==> src/sv/mfp_pkg.sv <==
// Shared types, codes and character tables for the multipart form parser.
`default_nettype none
package mfp_pkg;

	localparam int MAX_BOUNDARY_BYTES = 48;
	localparam int BND_WORDS          = 6;
	localparam int BND_BYTES          = BND_WORDS * 8;
	localparam int QUEUE_DEPTH        = 4;
	localparam int DISP_LEN           = 19;
	localparam int CTYPE_LEN          = 12;
	localparam int DISP_SKIP          = 13;
	localparam int CTYPE_SKIP         = 2;

	localparam logic [7:0] CHR_CR    = 8'd13;
	localparam logic [7:0] CHR_LF    = 8'd10;
	localparam logic [7:0] CHR_DASH  = 8'h2d;
	localparam logic [7:0] CHR_EQ    = 8'h3d;
	localparam logic [7:0] CHR_QUOTE = 8'h22;

	localparam logic [2:0] REG_LEN   = 3'd0;
	localparam logic [2:0] REG_WORD0 = 3'd1;
	localparam logic [2:0] REG_WORD5 = 3'd6;

	typedef enum logic [2:0] {
		KIND_NAME  = 3'd0,
		KIND_FILE  = 3'd1,
		KIND_TYPE  = 3'd2,
		KIND_DATA  = 3'd3,
		KIND_PEND  = 3'd4,
		KIND_BEND  = 3'd5,
		KIND_TRUNC = 3'd6
	} kind_t;

	typedef enum logic [3:0] {
		PH_DASH1, PH_DASH2, PH_BOUND, PH_AFTER, PH_AFTER_DASH, PH_DISP, PH_SKIP,
		PH_CDVAL, PH_CDVAL_EQ, PH_LINE2, PH_TYPE, PH_TYPE_END, PH_DATA, PH_END
	} phase_t;

	typedef struct packed {
		kind_t      kind;
		logic [7:0] byte_v;
		logic       file;
	} res_t;

	// Up to three results raised by one input byte, oldest in slot 0.
	typedef struct packed {
		logic [1:0]       cnt;
		res_t [2:0]       r;
	} bundle_t;

	function automatic logic [7:0] disp_char(input logic [5:0] idx);
		logic [7:0] c;
		unique case (idx)
			6'd0:  c = "c";
			6'd1:  c = "o";
			6'd2:  c = "n";
			6'd3:  c = "t";
			6'd4:  c = "e";
			6'd5:  c = "n";
			6'd6:  c = "t";
			6'd7:  c = "-";
			6'd8:  c = "d";
			6'd9:  c = "i";
			6'd10: c = "s";
			6'd11: c = "p";
			6'd12: c = "o";
			6'd13: c = "s";
			6'd14: c = "i";
			6'd15: c = "t";
			6'd16: c = "i";
			6'd17: c = "o";
			6'd18: c = "n";
			default: c = 8'd0;
		endcase
		return c;
	endfunction

	function automatic logic [7:0] ctype_char(input logic [5:0] idx);
		logic [7:0] c;
		unique case (idx)
			6'd0:  c = "c";
			6'd1:  c = "o";
			6'd2:  c = "n";
			6'd3:  c = "t";
			6'd4:  c = "e";
			6'd5:  c = "n";
			6'd6:  c = "t";
			6'd7:  c = "-";
			6'd8:  c = "t";
			6'd9:  c = "y";
			6'd10: c = "p";
			6'd11: c = "e";
			default: c = 8'd0;
		endcase
		return c;
	endfunction

endpackage
`default_nettype wire

==> src/sv/mfp_front.sv <==
// Front end: header parser and content window, one byte per cycle while accept is high, into bundles.
`default_nettype none
module mfp_front #(
	parameter int MAX_BOUNDARY_BYTES = mfp_pkg::MAX_BOUNDARY_BYTES
) (
	input  wire logic                              clk,
	input  wire logic                              arst_n,
	input  wire logic                              accept,
	input  wire logic [7:0]                        byte_value,
	input  wire logic                              body_last,
	input  wire logic [5:0]                        boundary_len,
	input  wire logic [mfp_pkg::BND_BYTES*8-1:0]   boundary,
	output mfp_pkg::bundle_t                       bundle
);
	localparam int WIN = MAX_BOUNDARY_BYTES + 4;
	localparam int FW  = $clog2(WIN + 1);
	localparam int LW  = $clog2(MAX_BOUNDARY_BYTES + 1) > 6 ? $clog2(MAX_BOUNDARY_BYTES + 1) : 6;

	mfp_pkg::phase_t ph_q, ph_d;
	logic [5:0]      match_q, match_d;
	logic [3:0]      skip_q, skip_d;
	logic            inq_q, inq_d, take_q, take_d, file_q, file_d, cr_q, cr_d;
	logic [FW-1:0]   fill_q, fill_d;
	logic [7:0]      win_q [WIN];
	logic [7:0]      win_d [WIN];
	logic [7:0]      nw    [WIN];

	function automatic logic [7:0] lower(input logic [7:0] c);
		return (c >= 8'd65 && c <= 8'd90) ? c + 8'd32 : c;
	endfunction

	function automatic logic [7:0] bnd_at(input int k);
		logic [7:0] v;
		v = 8'd0;
		if (k < mfp_pkg::BND_BYTES)
			v = boundary[k*8 +: 8];
		return v;
	endfunction

	function automatic mfp_pkg::bundle_t add(input mfp_pkg::bundle_t bi,
			input mfp_pkg::kind_t k, input logic [7:0] v, input logic f);
		mfp_pkg::bundle_t bo;
		bo = bi;
		if (bi.cnt != 2'd3) begin
			bo.r[bi.cnt].kind   = k;
			bo.r[bi.cnt].byte_v = (k <= mfp_pkg::KIND_DATA) ? v : 8'd0;
			bo.r[bi.cnt].file   = (k == mfp_pkg::KIND_PEND) ? f : 1'b0;
			bo.cnt              = bi.cnt + 2'd1;
		end
		return bo;
	endfunction

	logic [LW-1:0]   eff;
	logic [FW-1:0]   wlen, fc, nfill;
	logic [5:0]      mnext;
	logic            drop, hit, plain;
	mfp_pkg::kind_t  qkind;

	always_comb begin
		// clamp boundary length to 1..MAX
		eff = LW'(boundary_len);
		if (eff == '0)
			eff = LW'(1);
		if (eff > LW'(MAX_BOUNDARY_BYTES))
			eff = LW'(MAX_BOUNDARY_BYTES);
		wlen  = FW'(eff) + FW'(4);
		fc    = (fill_q >= FW'(WIN)) ? FW'(WIN - 1) : fill_q;
		nfill = fc + FW'(1);
		for (int i = 0; i < WIN; i++)
			nw[i] = (FW'(i) == fc) ? byte_value : win_q[i];
		hit = nw[0] == mfp_pkg::CHR_CR && nw[1] == mfp_pkg::CHR_LF &&
		      nw[2] == mfp_pkg::CHR_DASH && nw[3] == mfp_pkg::CHR_DASH;
		for (int k = 0; k < MAX_BOUNDARY_BYTES; k++)
			if (LW'(k) < eff && nw[4+k] != bnd_at(k))
				hit = 1'b0;
	end

	always_comb begin
		ph_d    = ph_q;
		match_d = match_q;
		skip_d  = skip_q;
		inq_d   = inq_q;
		take_d  = take_q;
		file_d  = file_q;
		cr_d    = cr_q;
		fill_d  = fill_q;
		win_d   = win_q;
		bundle  = '0;
		drop    = 1'b0;
		plain   = 1'b0;
		mnext   = match_q + 6'd1;
		qkind   = take_q ? mfp_pkg::KIND_NAME : mfp_pkg::KIND_FILE;
		unique case (ph_q)
			mfp_pkg::PH_DASH1: begin
				if (byte_value == mfp_pkg::CHR_DASH)
					ph_d = mfp_pkg::PH_DASH2;
			end
			mfp_pkg::PH_DASH2: begin
				if (byte_value == mfp_pkg::CHR_DASH) begin
					ph_d    = mfp_pkg::PH_BOUND;
					match_d = 6'd0;
				end else
					ph_d = mfp_pkg::PH_DASH1;
			end
			mfp_pkg::PH_BOUND: begin
				if (byte_value != bnd_at(int'(match_q)))
					drop = 1'b1;
				else if (LW'(mnext) >= eff) begin
					match_d = 6'd0;
					cr_d    = 1'b0;
					ph_d    = mfp_pkg::PH_AFTER;
				end else
					match_d = mnext;
			end
			mfp_pkg::PH_AFTER: begin
				if (cr_q) begin
					if (byte_value == mfp_pkg::CHR_LF) begin
						cr_d    = 1'b0;
						match_d = 6'd0;
						ph_d    = mfp_pkg::PH_DISP;
					end else
						drop = 1'b1;
				end else if (byte_value == mfp_pkg::CHR_CR)
					cr_d = 1'b1;
				else if (byte_value == mfp_pkg::CHR_DASH)
					ph_d = mfp_pkg::PH_AFTER_DASH;
				else
					drop = 1'b1;
			end
			mfp_pkg::PH_AFTER_DASH: begin
				if (byte_value == mfp_pkg::CHR_DASH) begin
					bundle = add(bundle, mfp_pkg::KIND_BEND, 8'd0, 1'b0);
					ph_d   = mfp_pkg::PH_END;
				end else
					drop = 1'b1;
			end
			mfp_pkg::PH_DISP: begin
				if (match_q >= 6'(mfp_pkg::DISP_LEN) ||
				    lower(byte_value) != mfp_pkg::disp_char(match_q))
					drop = 1'b1;
				else if (mnext == 6'(mfp_pkg::DISP_LEN)) begin
					match_d = 6'd0;
					skip_d  = 4'(mfp_pkg::DISP_SKIP);
					file_d  = 1'b0;
					inq_d   = 1'b0;
					take_d  = 1'b1;
					ph_d    = mfp_pkg::PH_SKIP;
				end else
					match_d = mnext;
			end
			mfp_pkg::PH_SKIP: begin
				if (skip_q <= 4'd1) begin
					skip_d = 4'd0;
					cr_d   = 1'b0;
					ph_d   = file_q ? mfp_pkg::PH_TYPE : mfp_pkg::PH_CDVAL;
				end else
					skip_d = skip_q - 4'd1;
			end
			mfp_pkg::PH_CDVAL: begin
				plain = 1'b1;
				if (cr_q) begin
					cr_d = 1'b0;
					if (byte_value == mfp_pkg::CHR_LF) begin
						match_d = 6'd0;
						ph_d    = mfp_pkg::PH_LINE2;
						plain   = 1'b0;
					end else if (inq_q)
						bundle = add(bundle, qkind, mfp_pkg::CHR_CR, 1'b0);
				end
			end
			mfp_pkg::PH_CDVAL_EQ: begin
				ph_d = mfp_pkg::PH_CDVAL;
				if (byte_value == mfp_pkg::CHR_QUOTE)
					inq_d = 1'b1;
				else begin
					if (inq_q)
						bundle = add(bundle, qkind, mfp_pkg::CHR_EQ, 1'b0);
					plain = 1'b1;
				end
			end
			mfp_pkg::PH_LINE2: begin
				if (cr_q) begin
					cr_d = 1'b0;
					if (byte_value == mfp_pkg::CHR_LF) begin
						file_d = 1'b0;
						fill_d = '0;
						ph_d   = mfp_pkg::PH_DATA;
					end else
						drop = 1'b1;
				end else if (match_q == 6'd0 && byte_value == mfp_pkg::CHR_CR)
					cr_d = 1'b1;
				else if (match_q >= 6'(mfp_pkg::CTYPE_LEN) ||
				         lower(byte_value) != mfp_pkg::ctype_char(match_q))
					drop = 1'b1;
				else if (mnext == 6'(mfp_pkg::CTYPE_LEN)) begin
					match_d = 6'd0;
					file_d  = 1'b1;
					skip_d  = 4'(mfp_pkg::CTYPE_SKIP);
					ph_d    = mfp_pkg::PH_SKIP;
				end else
					match_d = mnext;
			end
			mfp_pkg::PH_TYPE: begin
				if (cr_q && byte_value == mfp_pkg::CHR_LF) begin
					cr_d = 1'b0;
					ph_d = mfp_pkg::PH_TYPE_END;
				end else begin
					if (cr_q)
						bundle = add(bundle, mfp_pkg::KIND_TYPE, mfp_pkg::CHR_CR, 1'b0);
					if (byte_value == mfp_pkg::CHR_CR)
						cr_d = 1'b1;
					else begin
						cr_d   = 1'b0;
						bundle = add(bundle, mfp_pkg::KIND_TYPE, byte_value, 1'b0);
					end
				end
			end
			mfp_pkg::PH_TYPE_END: begin
				if (cr_q) begin
					cr_d = 1'b0;
					if (byte_value == mfp_pkg::CHR_LF) begin
						fill_d = '0;
						ph_d   = mfp_pkg::PH_DATA;
					end else
						drop = 1'b1;
				end else if (byte_value == mfp_pkg::CHR_CR)
					cr_d = 1'b1;
				else
					drop = 1'b1;
			end
			mfp_pkg::PH_DATA: begin
				for (int i = 0; i < WIN; i++)
					win_d[i] = nw[i];
				fill_d = nfill;
				if (nfill >= wlen) begin
					if (hit) begin
						bundle  = add(bundle, mfp_pkg::KIND_PEND, 8'd0, file_q);
						fill_d  = '0;
						file_d  = 1'b0;
						cr_d    = 1'b0;
						match_d = 6'd0;
						ph_d    = mfp_pkg::PH_AFTER;
					end else begin
						bundle = add(bundle, mfp_pkg::KIND_DATA, nw[0], 1'b0);
						for (int i = 0; i < WIN - 1; i++)
							win_d[i] = nw[i+1];
						fill_d = nfill - FW'(1);
					end
				end
			end
			mfp_pkg::PH_END: begin
			end
			default: drop = 1'b1;
		endcase

		// ordinary byte inside the disposition line
		if (plain) begin
			if (byte_value == mfp_pkg::CHR_CR)
				cr_d = 1'b1;
			else if (byte_value == mfp_pkg::CHR_EQ)
				ph_d = mfp_pkg::PH_CDVAL_EQ;
			else if (byte_value == mfp_pkg::CHR_QUOTE) begin
				inq_d  = 1'b0;
				take_d = ~take_q;
			end else if (inq_q)
				bundle = add(bundle, qkind, byte_value, 1'b0);
		end

		if (body_last && !drop && ph_d != mfp_pkg::PH_END)
			bundle = add(bundle, mfp_pkg::KIND_TRUNC, 8'd0, 1'b0);
		else if (body_last && drop)
			bundle = add(bundle, mfp_pkg::KIND_TRUNC, 8'd0, 1'b0);

		if (drop || body_last) begin
			ph_d    = mfp_pkg::PH_DASH1;
			match_d = 6'd0;
			skip_d  = 4'd0;
			inq_d   = 1'b0;
			take_d  = 1'b1;
			file_d  = 1'b0;
			cr_d    = 1'b0;
			fill_d  = '0;
		end
	end

	always_ff @(posedge clk or negedge arst_n) begin
		if (!arst_n) begin
			ph_q    <= mfp_pkg::PH_DASH1;
			match_q <= 6'd0;
			skip_q  <= 4'd0;
			inq_q   <= 1'b0;
			take_q  <= 1'b1;
			file_q  <= 1'b0;
			cr_q    <= 1'b0;
			fill_q  <= '0;
		end else if (accept) begin
			ph_q    <= ph_d;
			match_q <= match_d;
			skip_q  <= skip_d;
			inq_q   <= inq_d;
			take_q  <= take_d;
			file_q  <= file_d;
			cr_q    <= cr_d;
			fill_q  <= fill_d;
		end
	end

	always_ff @(posedge clk) begin
		if (accept)
			win_q <= win_d;
	end
endmodule
`default_nettype wire

==> src/sv/mfp_queue.sv <==
// Short bundle queue between the parser front and the result back end.
`default_nettype none
module mfp_queue #(
	parameter int DEPTH = mfp_pkg::QUEUE_DEPTH
) (
	input  wire logic              clk,
	input  wire logic              arst_n,
	input  wire logic              wr,
	input  mfp_pkg::bundle_t       wdata,
	output logic                   full,
	input  wire logic              rd,
	output logic                   nonempty,
	output mfp_pkg::bundle_t       rdata
);
	localparam int AW = DEPTH > 1 ? $clog2(DEPTH) : 1;
	localparam int CW = $clog2(DEPTH + 1);

	mfp_pkg::bundle_t mem_q [DEPTH];
	logic [AW-1:0]    wp_q, rp_q;
	logic [CW-1:0]    cnt_q;

	assign full     = cnt_q == CW'(DEPTH);
	assign nonempty = cnt_q != '0;
	assign rdata    = mem_q[rp_q];

	always_ff @(posedge clk) begin
		if (wr)
			mem_q[wp_q] <= wdata;
	end

	always_ff @(posedge clk or negedge arst_n) begin
		if (!arst_n) begin
			wp_q  <= '0;
			rp_q  <= '0;
			cnt_q <= '0;
		end else begin
			if (wr)
				wp_q <= (wp_q == AW'(DEPTH - 1)) ? '0 : wp_q + AW'(1);
			if (rd)
				rp_q <= (rp_q == AW'(DEPTH - 1)) ? '0 : rp_q + AW'(1);
			if (wr && !rd)
				cnt_q <= cnt_q + CW'(1);
			else if (rd && !wr)
				cnt_q <= cnt_q - CW'(1);
		end
	end
endmodule
`default_nettype wire

==> src/sv/mfp_back.sv <==
// Back end: unpacks bundles into single results behind an output register.
`default_nettype none
module mfp_back (
	input  wire logic          clk,
	input  wire logic          arst_n,
	input  wire logic          head_valid,
	input  mfp_pkg::bundle_t   head,
	output logic               head_pop,
	output logic               empty,
	input  wire logic          pop,
	output logic [2:0]         kind,
	output logic [7:0]         out_byte,
	output logic               part_is_file,
	output logic               run_last
);
	logic          out_v_q;
	logic [1:0]    idx_q;
	logic          load, at_end;
	mfp_pkg::res_t cur;

	assign cur      = head.r[idx_q];
	assign at_end   = idx_q == head.cnt - 2'd1;
	assign load     = head_valid && (!out_v_q || pop);
	assign head_pop = load && at_end;
	assign empty    = !out_v_q;

	always_ff @(posedge clk or negedge arst_n) begin
		if (!arst_n) begin
			out_v_q <= 1'b0;
			idx_q   <= 2'd0;
		end else if (load) begin
			out_v_q <= 1'b1;
			idx_q   <= at_end ? 2'd0 : idx_q + 2'd1;
		end else if (pop)
			out_v_q <= 1'b0;
	end

	always_ff @(posedge clk) begin
		if (load) begin
			kind         <= cur.kind;
			out_byte     <= cur.byte_v;
			part_is_file <= cur.file;
			run_last     <= at_end;
		end
	end
endmodule
`default_nettype wire

==> src/sv/multipart_form_parser.sv <==
// Top level of the multipart form parser: configuration registers and the three stages.
//
// Usage: body bytes enter on push/full with byte_value and body_last; a word is
// taken at an edge with push high and full low. Results leave on empty/pop
// (kind, out_byte, part_is_file, run_last); the head result is valid while
// empty is low and is taken at an edge with pop high.
// Configuration: cfg_valid/cfg_ready with cfg_index and cfg_data; cfg_ready is
// always high. Index 0 is the boundary length, 1 to 6 the boundary words.
// Write it only while the block is idle.
// Throughput: one body byte per cycle while full is low; the parser decides each
// byte combinationally, including the full parallel compare of the content window
// against CRLF--boundary. Results leave at one per cycle while pop is high, so the
// results of a byte that raises two or three leave one after another.
// Path: a byte's results pass through the bundle queue, then the output register.
// Stall: a held result only blocks the output register; bytes keep flowing
// until the bundle queue between parser and output fills, then full rises.
// Reset: parser state, queue and output valid flag clear; boundary length reads
// 1 and the boundary words zero. No clearing pass is needed.
`default_nettype none
module multipart_form_parser #(
	parameter int MAX_BOUNDARY_BYTES = mfp_pkg::MAX_BOUNDARY_BYTES,
	parameter int QUEUE_DEPTH        = mfp_pkg::QUEUE_DEPTH
) (
	input  wire logic        clk,
	input  wire logic        arst_n,
	input  wire logic        push,
	output logic             full,
	input  wire logic [7:0]  byte_value,
	input  wire logic        body_last,
	output logic             empty,
	input  wire logic        pop,
	output logic [2:0]       kind,
	output logic [7:0]       out_byte,
	output logic             part_is_file,
	output logic             run_last,
	input  wire logic        cfg_valid,
	output logic             cfg_ready,
	input  wire logic [2:0]  cfg_index,
	input  wire logic [63:0] cfg_data
);
	logic [5:0]                            len_q;
	logic [mfp_pkg::BND_BYTES*8-1:0]       bnd_q;
	logic                                  accept, head_valid, head_pop;
	mfp_pkg::bundle_t                      bundle, head;

	assign cfg_ready = 1'b1;
	assign accept    = push && !full;

	// Hold boundary registers; the word at index w covers bytes 8(w-1) to 8(w-1)+7
	always_ff @(posedge clk or negedge arst_n) begin
		if (!arst_n) begin
			len_q <= 6'd1;
			bnd_q <= '0;
		end else if (cfg_valid) begin
			if (cfg_index == mfp_pkg::REG_LEN)
				len_q <= cfg_data[5:0];
			else if (cfg_index >= mfp_pkg::REG_WORD0 && cfg_index <= mfp_pkg::REG_WORD5)
				bnd_q[(int'(cfg_index) - 1)*64 +: 64] <= cfg_data;
		end
	end

	mfp_front #(.MAX_BOUNDARY_BYTES(MAX_BOUNDARY_BYTES)) u_front (
		.clk          (clk),
		.arst_n       (arst_n),
		.accept       (accept),
		.byte_value   (byte_value),
		.body_last    (body_last),
		.boundary_len (len_q),
		.boundary     (bnd_q),
		.bundle       (bundle)
	);

	// Advance only bundles that carry results
	mfp_queue #(.DEPTH(QUEUE_DEPTH)) u_queue (
		.clk      (clk),
		.arst_n   (arst_n),
		.wr       (accept && bundle.cnt != 2'd0),
		.wdata    (bundle),
		.full     (full),
		.rd       (head_pop),
		.nonempty (head_valid),
		.rdata    (head)
	);

	mfp_back u_back (
		.clk          (clk),
		.arst_n       (arst_n),
		.head_valid   (head_valid),
		.head         (head),
		.head_pop     (head_pop),
		.empty        (empty),
		.pop          (pop),
		.kind         (kind),
		.out_byte     (out_byte),
		.part_is_file (part_is_file),
		.run_last     (run_last)
	);
endmodule
`default_nettype wire

==> config.mk <==
export PLATFORM = sky130hd
export DESIGN_NAME = multipart_form_parser
export DESIGN_NICKNAME = d
export VERILOG_FILES = /design/src/sv/mfp_pkg.sv /design/src/sv/mfp_front.sv /design/src/sv/mfp_queue.sv /design/src/sv/mfp_back.sv /design/src/sv/multipart_form_parser.sv
export SDC_FILE = /design/constraint.sdc
export NUM_CORES = 2
export LEC_CHECK = 0
export BUFFER_PORTS_ARGS = -buffer_cell sky130_fd_sc_hd__buf_2
export CAP_MARGIN = 20
export CORE_ASPECT_RATIO = 1.4
export CORE_MARGIN = 3
export CORE_UTILIZATION = 25
export CTS_BUF_LIST = sky130_fd_sc_hd__clkbuf_16
export DETAILED_ROUTE_END_ITERATION = 10
export GPL_TIMING_DRIVEN = 0
export PLACE_DENSITY_LB_ADDON = 0.05
export SLEW_MARGIN = 10
export SYNTH_ARGS = -nofsm -noshare
export SYNTH_HDL_FRONTEND = slang
export SYNTH_SLANG_ARGS = --single-unit
==> constraint.sdc <==
create_clock -name clk -period 19.1 [get_ports clk]
set_clock_uncertainty 0.1 [all_clocks]
set_input_delay 3.82 -clock clk [delete_from_list [all_inputs] [get_ports clk]]
set_output_delay 3.82 -clock clk [all_outputs]
set_load 0.02 [all_outputs]
**Word-level counts from Yosys, hierarchy flattened**

Memories as Yosys holds them, arrays and structs flattened.
Index checks and enable logic that the tools add are counted.

- RAM bits: 152
- Memories kept: 3
- Bits of input ports: 81
- Memory bits (read-only): 336
- Register bits after elaboration: 853
- Output and inout bits: 16

Memory list:

| memory | words | bits a word | read ports | clocked after memory_dff | wr ports | RTL line | source |
|---|---|---|---|---|---|---|---|
| (no name shown) | 32 | 7 | 1 | 0 | 0 | mfp_pkg.sv:53 | `unique case (idx)` |
| u_queue.mem_q | 4 | 38 | 1 | 0 | 1 | mfp_queue.sv:18 | `mfp_pkg::bundle_t mem_q [DEPTH];` |
| (no name shown) | 16 | 7 | 1 | 0 | 0 | mfp_pkg.sv:80 | `unique case (idx)` |

- $add $sub $neg: 17
- Magnitude comparators: 68
- Equality and inequality tests: 152
- Reduce and logical (&&, ||, !) cells: 100
- Shift operators: 3
- Muxes and demuxes: 296
- Bitwise gates (word level): 2

Operators with widths:

| cell | number |
|---|---|
| $mux 408 | 2 |
| $mux 38 | 18 |
| $mux 8 | 62 |
| $ne 8x8->1 | 51 |
| $bwmux 384 | 1 |
| $shift 64x33->384 const A | 1 |
| $shiftx 384x10->8 | 1 |
| $shiftx 64x33->384 | 1 |
| $bwmux 36 | 9 |
| $demux 12 s2 | 9 |
| $pmux 38 s5 | 1 |
| $mux 37 | 4 |
| $mux 4 | 36 |
| $mux 6 | 21 |
| $eq 6x6->1 const A | 20 |
| $mux 1 | 109 |
| $eq 5x6->1 const A | 16 |
| $lt 5x6->1 const A | 16 |
| $lt 6x6->1 const A | 16 |
| $logic_and 1x1->1 | 67 |
| $mux 12 | 5 |
| $pmux 4 s13 | 1 |
| $eq 4x6->1 const A | 8 |
| $lt 4x6->1 const A | 8 |
| other kinds (78) | 155 |

**Depth between registers and ports, before layout**

- Word-level depth: 88
- Mapped depth: 31
- Gate-level depth less buffers: 25

**Modules after synthesis**

Synthesis repeated with hierarchy kept, for this count alone.

- Cell total of the unflattened synthesis: 5,697
- Area total of the unflattened synthesis: 62,000.7 um^2

By module, submodules not included:

| module | area each (um^2) | cells an instance | times used |
|---|---|---|---|
| mfp_front | 39,102.5 | 4,290 | 1 |
| multipart_form_parser | 16,094.2 | 1,095 | 1 |
| mfp_queue | 5,947.0 | 236 | 1 |
| mfp_back | 857.1 | 76 | 1 |

**Worst setup path after synthesis**

No wires, ideal clock.

- Path kind: input -> register
- Start: in push
- End: reg u_front.win_q[0] in the netlist's numbering (enable)
- Stages: 3
- Setup slack: -3,496 ps
- Data arrival time: 21,290 ps
- Required time: 17,794 ps
- Setup time: 1,206 ps
- Path through: nand2b_1 > clkbuf_1 > nor2_1

- Longest elaborated chain between the ends: 2

Ends and longest elaborated chain:

| element | RTL line | source |
|---|---|---|
| start: declaration | multipart_form_parser.sv:26 | `input wire logic push,` |
| $logic_and 1x1->1 | multipart_form_parser.sv:47 | `assign accept = push && !full;` |
| $reduce_and 2->1 (no source line) | - |  |
| end signal: assignment | mfp_front.sv:310 | `win_q <= win_d;` |
| end: declaration | mfp_front.sv:24 | `logic [7:0] win_q [WIN];` |

Every way passes these cells.
A chain may end at the register's enable or synchronous reset.

==> results.tsv <==
stage	metric	value	unit
timing	timing.final.crit_period	12.47	ns
clock_network	cts.reportedPaths.clkPinSlew	0.07	ns
hold_path	hp-class	flip-flop to flip-flop	
route	drt_iter0_drc	8684	
final_layout	synthToLayoutAreaGrowth	18.0	%
route	antenna_left	2	
timing	max_freq	80.2	MHz
timing	max_slew_margin	0.0570	
grt	gr-total-overflow	0	
clock_network	cts_tree	done	
worst_setup_path	required	19.72	ns
worst_setup_path	crit_fanout	12	
timing	drv_slew	0	
final_layout	drive_above_1_share	0.108	
die	row_count	212	
pwr	power_density	95.6	nW/µm²
logic_synthesis	synth_cell_types	108	
pwr	p_total	6.76	mW
die	initial_core_util	0.251	
logic_synthesis	synth_common_cells	nor2_1 (954), nand2_1 (867), edfxtp_1 (569), o22ai_1 (558), o21ai_0 (516)	
logic_synthesis	ys_warn_count	0	
logic_synthesis	synth_edf_count	569	
worst_setup_path	crit_type	input pin to flip-flop	
outcome	status	complete, but fails checks	
timing	finalHoldViolCount	0	
worst_setup_path	crit_buf_inv	7	
clock_network	postCtsHoldBufs	0	
worst_setup_path	arrival	13.10	ns
worst_setup_path	crit_slowest_cell	buf_2	
timing	period_share	0.653	
die	die_y	585	µm
logic_synthesis	synth_area_leaders	edfxtp_1 (29%), dfrtp_1 (18%), nor2_1 (6.0%)	
placed_design	gp_congestion	1.09	
worst_setup_path	path_delay_family	buffers and inverters	
clock_network	cts_resized	0	
pwr	seqPwrFrac	0.420	
worst_setup_path	cp-start-kind	input pin	
route	drcViolationCount	0	
final_layout	multi_input_comb_area	29600	µm²
clock_network	cts.sink_count	993	
grt	track_usage	0.383	
pwr	leakage	25.8	nW
worst_setup_path	critPathMostFrequentCell	buf_2	
clock_network	htree_levels	3	
logic_synthesis	synth.most_common_cell	nor2_1	
pwr	max-vdd-ir-drop	0.0822	mV
final_layout	fillCellCount	25400	
pwr	clock_power_share	0.350	
clock_network	cts_buffers	120	
logic_synthesis	post-synth-top-area-cell	edfxtp_1	
grt	grt_pass1_wl	614000	µm
outcome	violations	antenna violations	
timing	setup-tns-final	0	ns
pwr	p_sw	2.51	mW
placed_design	io_buffer_count	93	
die	dieArea	246000	µm²
logic_synthesis	synth_top_area_frac	0.285	
timing	setup_viol	0	
logic_synthesis	async_flop_share	0.427	
die	core	238000	µm²
clock_network	clk_path_buf_depth	3	
route	wl_per_cell	47.3	µm
die	fp.dieW	420	µm
final_layout	final_cell_count_no_fill	10200	
placed_design	dp.cells	9890	
logic_synthesis	ys_ff_latch	993	
grt	grt_max_degree	98	
logic_synthesis	synthCells	6560	
route	drt_pass1_iterations	9	
placed_design	hpwlAfterDp	374000	µm
route	routed_wl	483000	µm
worst_setup_path	crit_chain	buf_2 > buf_2 > buf_2 > buf_2 > buf_2 > o221ai_1 > nand2_1 > o221ai_1 > o31ai_2 > o2111ai_1 > a221oi_1 > nand4_1 > o21ai_0 > a211o_1 > o221a_2 > o21ai_2 > inv_1 > ha_1 > inv_1 > fa_1 > xor2_1 > nor2_1 > xor2_1	
pwr	combPwrFrac	0.230	
logic_synthesis	ys.flop_type	edfxtp_1	
logic_synthesis	synth_area_per_cell	9.14	µm²
clock_network	post_cts_buffers	0	
clock_network	root_buffer	clkbuf_16	
worst_setup_path	worstSetupEndpointType	flip-flop	
die	boundaryPins	97	
timing	worst_pin_slew	1.41	ns
grt	grt_pass1_vias	58200	
route	via_per_inst	6.12	
grt	antenna_found_initial	82	
timing	grt_setup_unrepaired	false	
pwr	p_int	4.25	mW
logic_synthesis	syn_area	59900	µm²
run	max-cap-violations	0	
final_layout	regArea	27700	µm²
route	dr_total_vias	62500	
clock_network	clk_latency	0.83	ns
pwr	p_sw_frac	0.371	
logic_synthesis	yosysSeqAreaShare	0.462	
worst_setup_path	slowest_delay	0.98	ns
final_layout	nets	7042	
[placed cells by master, fill, tap and decap left out, drive strengths merged, types with 24 or more instances in the layout]
master	n
a31oi	31
xor2	128
nor2	963
mux2i	158
nand4	55
nor3	136
a222oi	43
nand2	868
and3	24
a211oi	26
diode	95
ha	48
conb	37
inv	314
o22ai	558
o21ai	567
a22oi	50
mux4	108
edfxtp	569
nand2b	53
a221oi	27
nor2b	37
clkinv	43
xnor2	174
buf	346
a2111oi	24
nand3	100
clkbuf	396
nor4	64
dfrtp	422
o221ai	41
a21oi	245
[state kept, by name (all words and copies together), names as in the netlist, 2 cells and up]
signal	cells
u_front.win_q	416
bnd_q	384
u_queue.mem_q	140
u_back.out_byte	8
len_q	6
u_front.fill_q	6
u_front.match_q	6
u_front.ph_q	4
u_front.skip_q	4
u_back.kind	3
u_queue.cnt_q	3
u_back.idx_q	2
u_queue.rp_q	2
u_queue.wp_q	2
[metal layers]
layer / GRT usage / vias up / part of all wire
met2: 0.593 / 4384 / 0.45
met3: 0.0911 / 1411 / 0.082
met5: 0 / - / 0.00093
met1: 0.427 / 31800 / 0.35
met4: 0.376 / 26 / 0.11
li1: - / 24900 / -
[worst paths after layout]
kind / start / endpoint / slack, ns / cells past startpoint
setup / recovery: byte_value[5] / u_queue.cnt_q[2] / 6.63 / 23
min in group asynchronous: arst_n / u_front.ph_q[2] / 2.91 / 1
setup reg to reg: u_front.fill_q[5] / u_queue.cnt_q[2] / 8.45 / 30
max in group asynchronous: arst_n / bnd_q[277] / 13.75 / 5
hold / removal: u_queue.cnt_q[2] / u_queue.cnt_q[2] / 0.38 / 1
hold reg to reg: u_queue.cnt_q[2] / u_queue.cnt_q[2] / 0.38 / 1
[final cells by class]
type	instances	area share
Antenna cell	95	0.00336
Buffer	424	0.0275
Clock buffer	123	0.0435
Clock inverter	104	0.0110
Inverter	268	0.0142
Multi-Input combinational cell	4910	0.419
Sequential cell	993	0.392
Tap cell	3103	0.0549
Timing Repair Buffer	195	0.0350
[power by group through the flow]
stage | clock network [mW] | logic [mW] | registers [mW]
floorplan | 0 | 0.780 | 2.65
global placement | 0 | 1.45 | 2.86
detailed placement | 0 | 1.51 | 2.86
CTS | 2.40 | 1.52 | 2.82
global route | 2.47 | 1.62 | 2.82
finish | 2.36 | 1.56 | 2.84
[logic make-up after synthesis]
group                    synth area share
AO/OA/AOI/OAI                       0.189
XOR/XNOR                           0.0443
adder cells (fa/ha/maj)            0.0104
buffers and inverters              0.0477
flip-flops                          0.462
multiplexers                       0.0711
other                            0.000125
AND/OR/NAND/NOR                     0.175
[metrics by stage]
stage	cell area, µm²	setup WS [ns]	hold WS [ns]	utilization
global route	70500	6.86	0.403	0.296
floorplan	60100	3.57	0.356	-
global placement	64400	-3.97	0.379	0.270
CTS	70400	7.08	0.390	0.295
detailed placement	66600	6.25	0.376	0.279
finish	70700	6.63	0.384	0.297
Note: power is estimated with default switching activity, not from simulation.
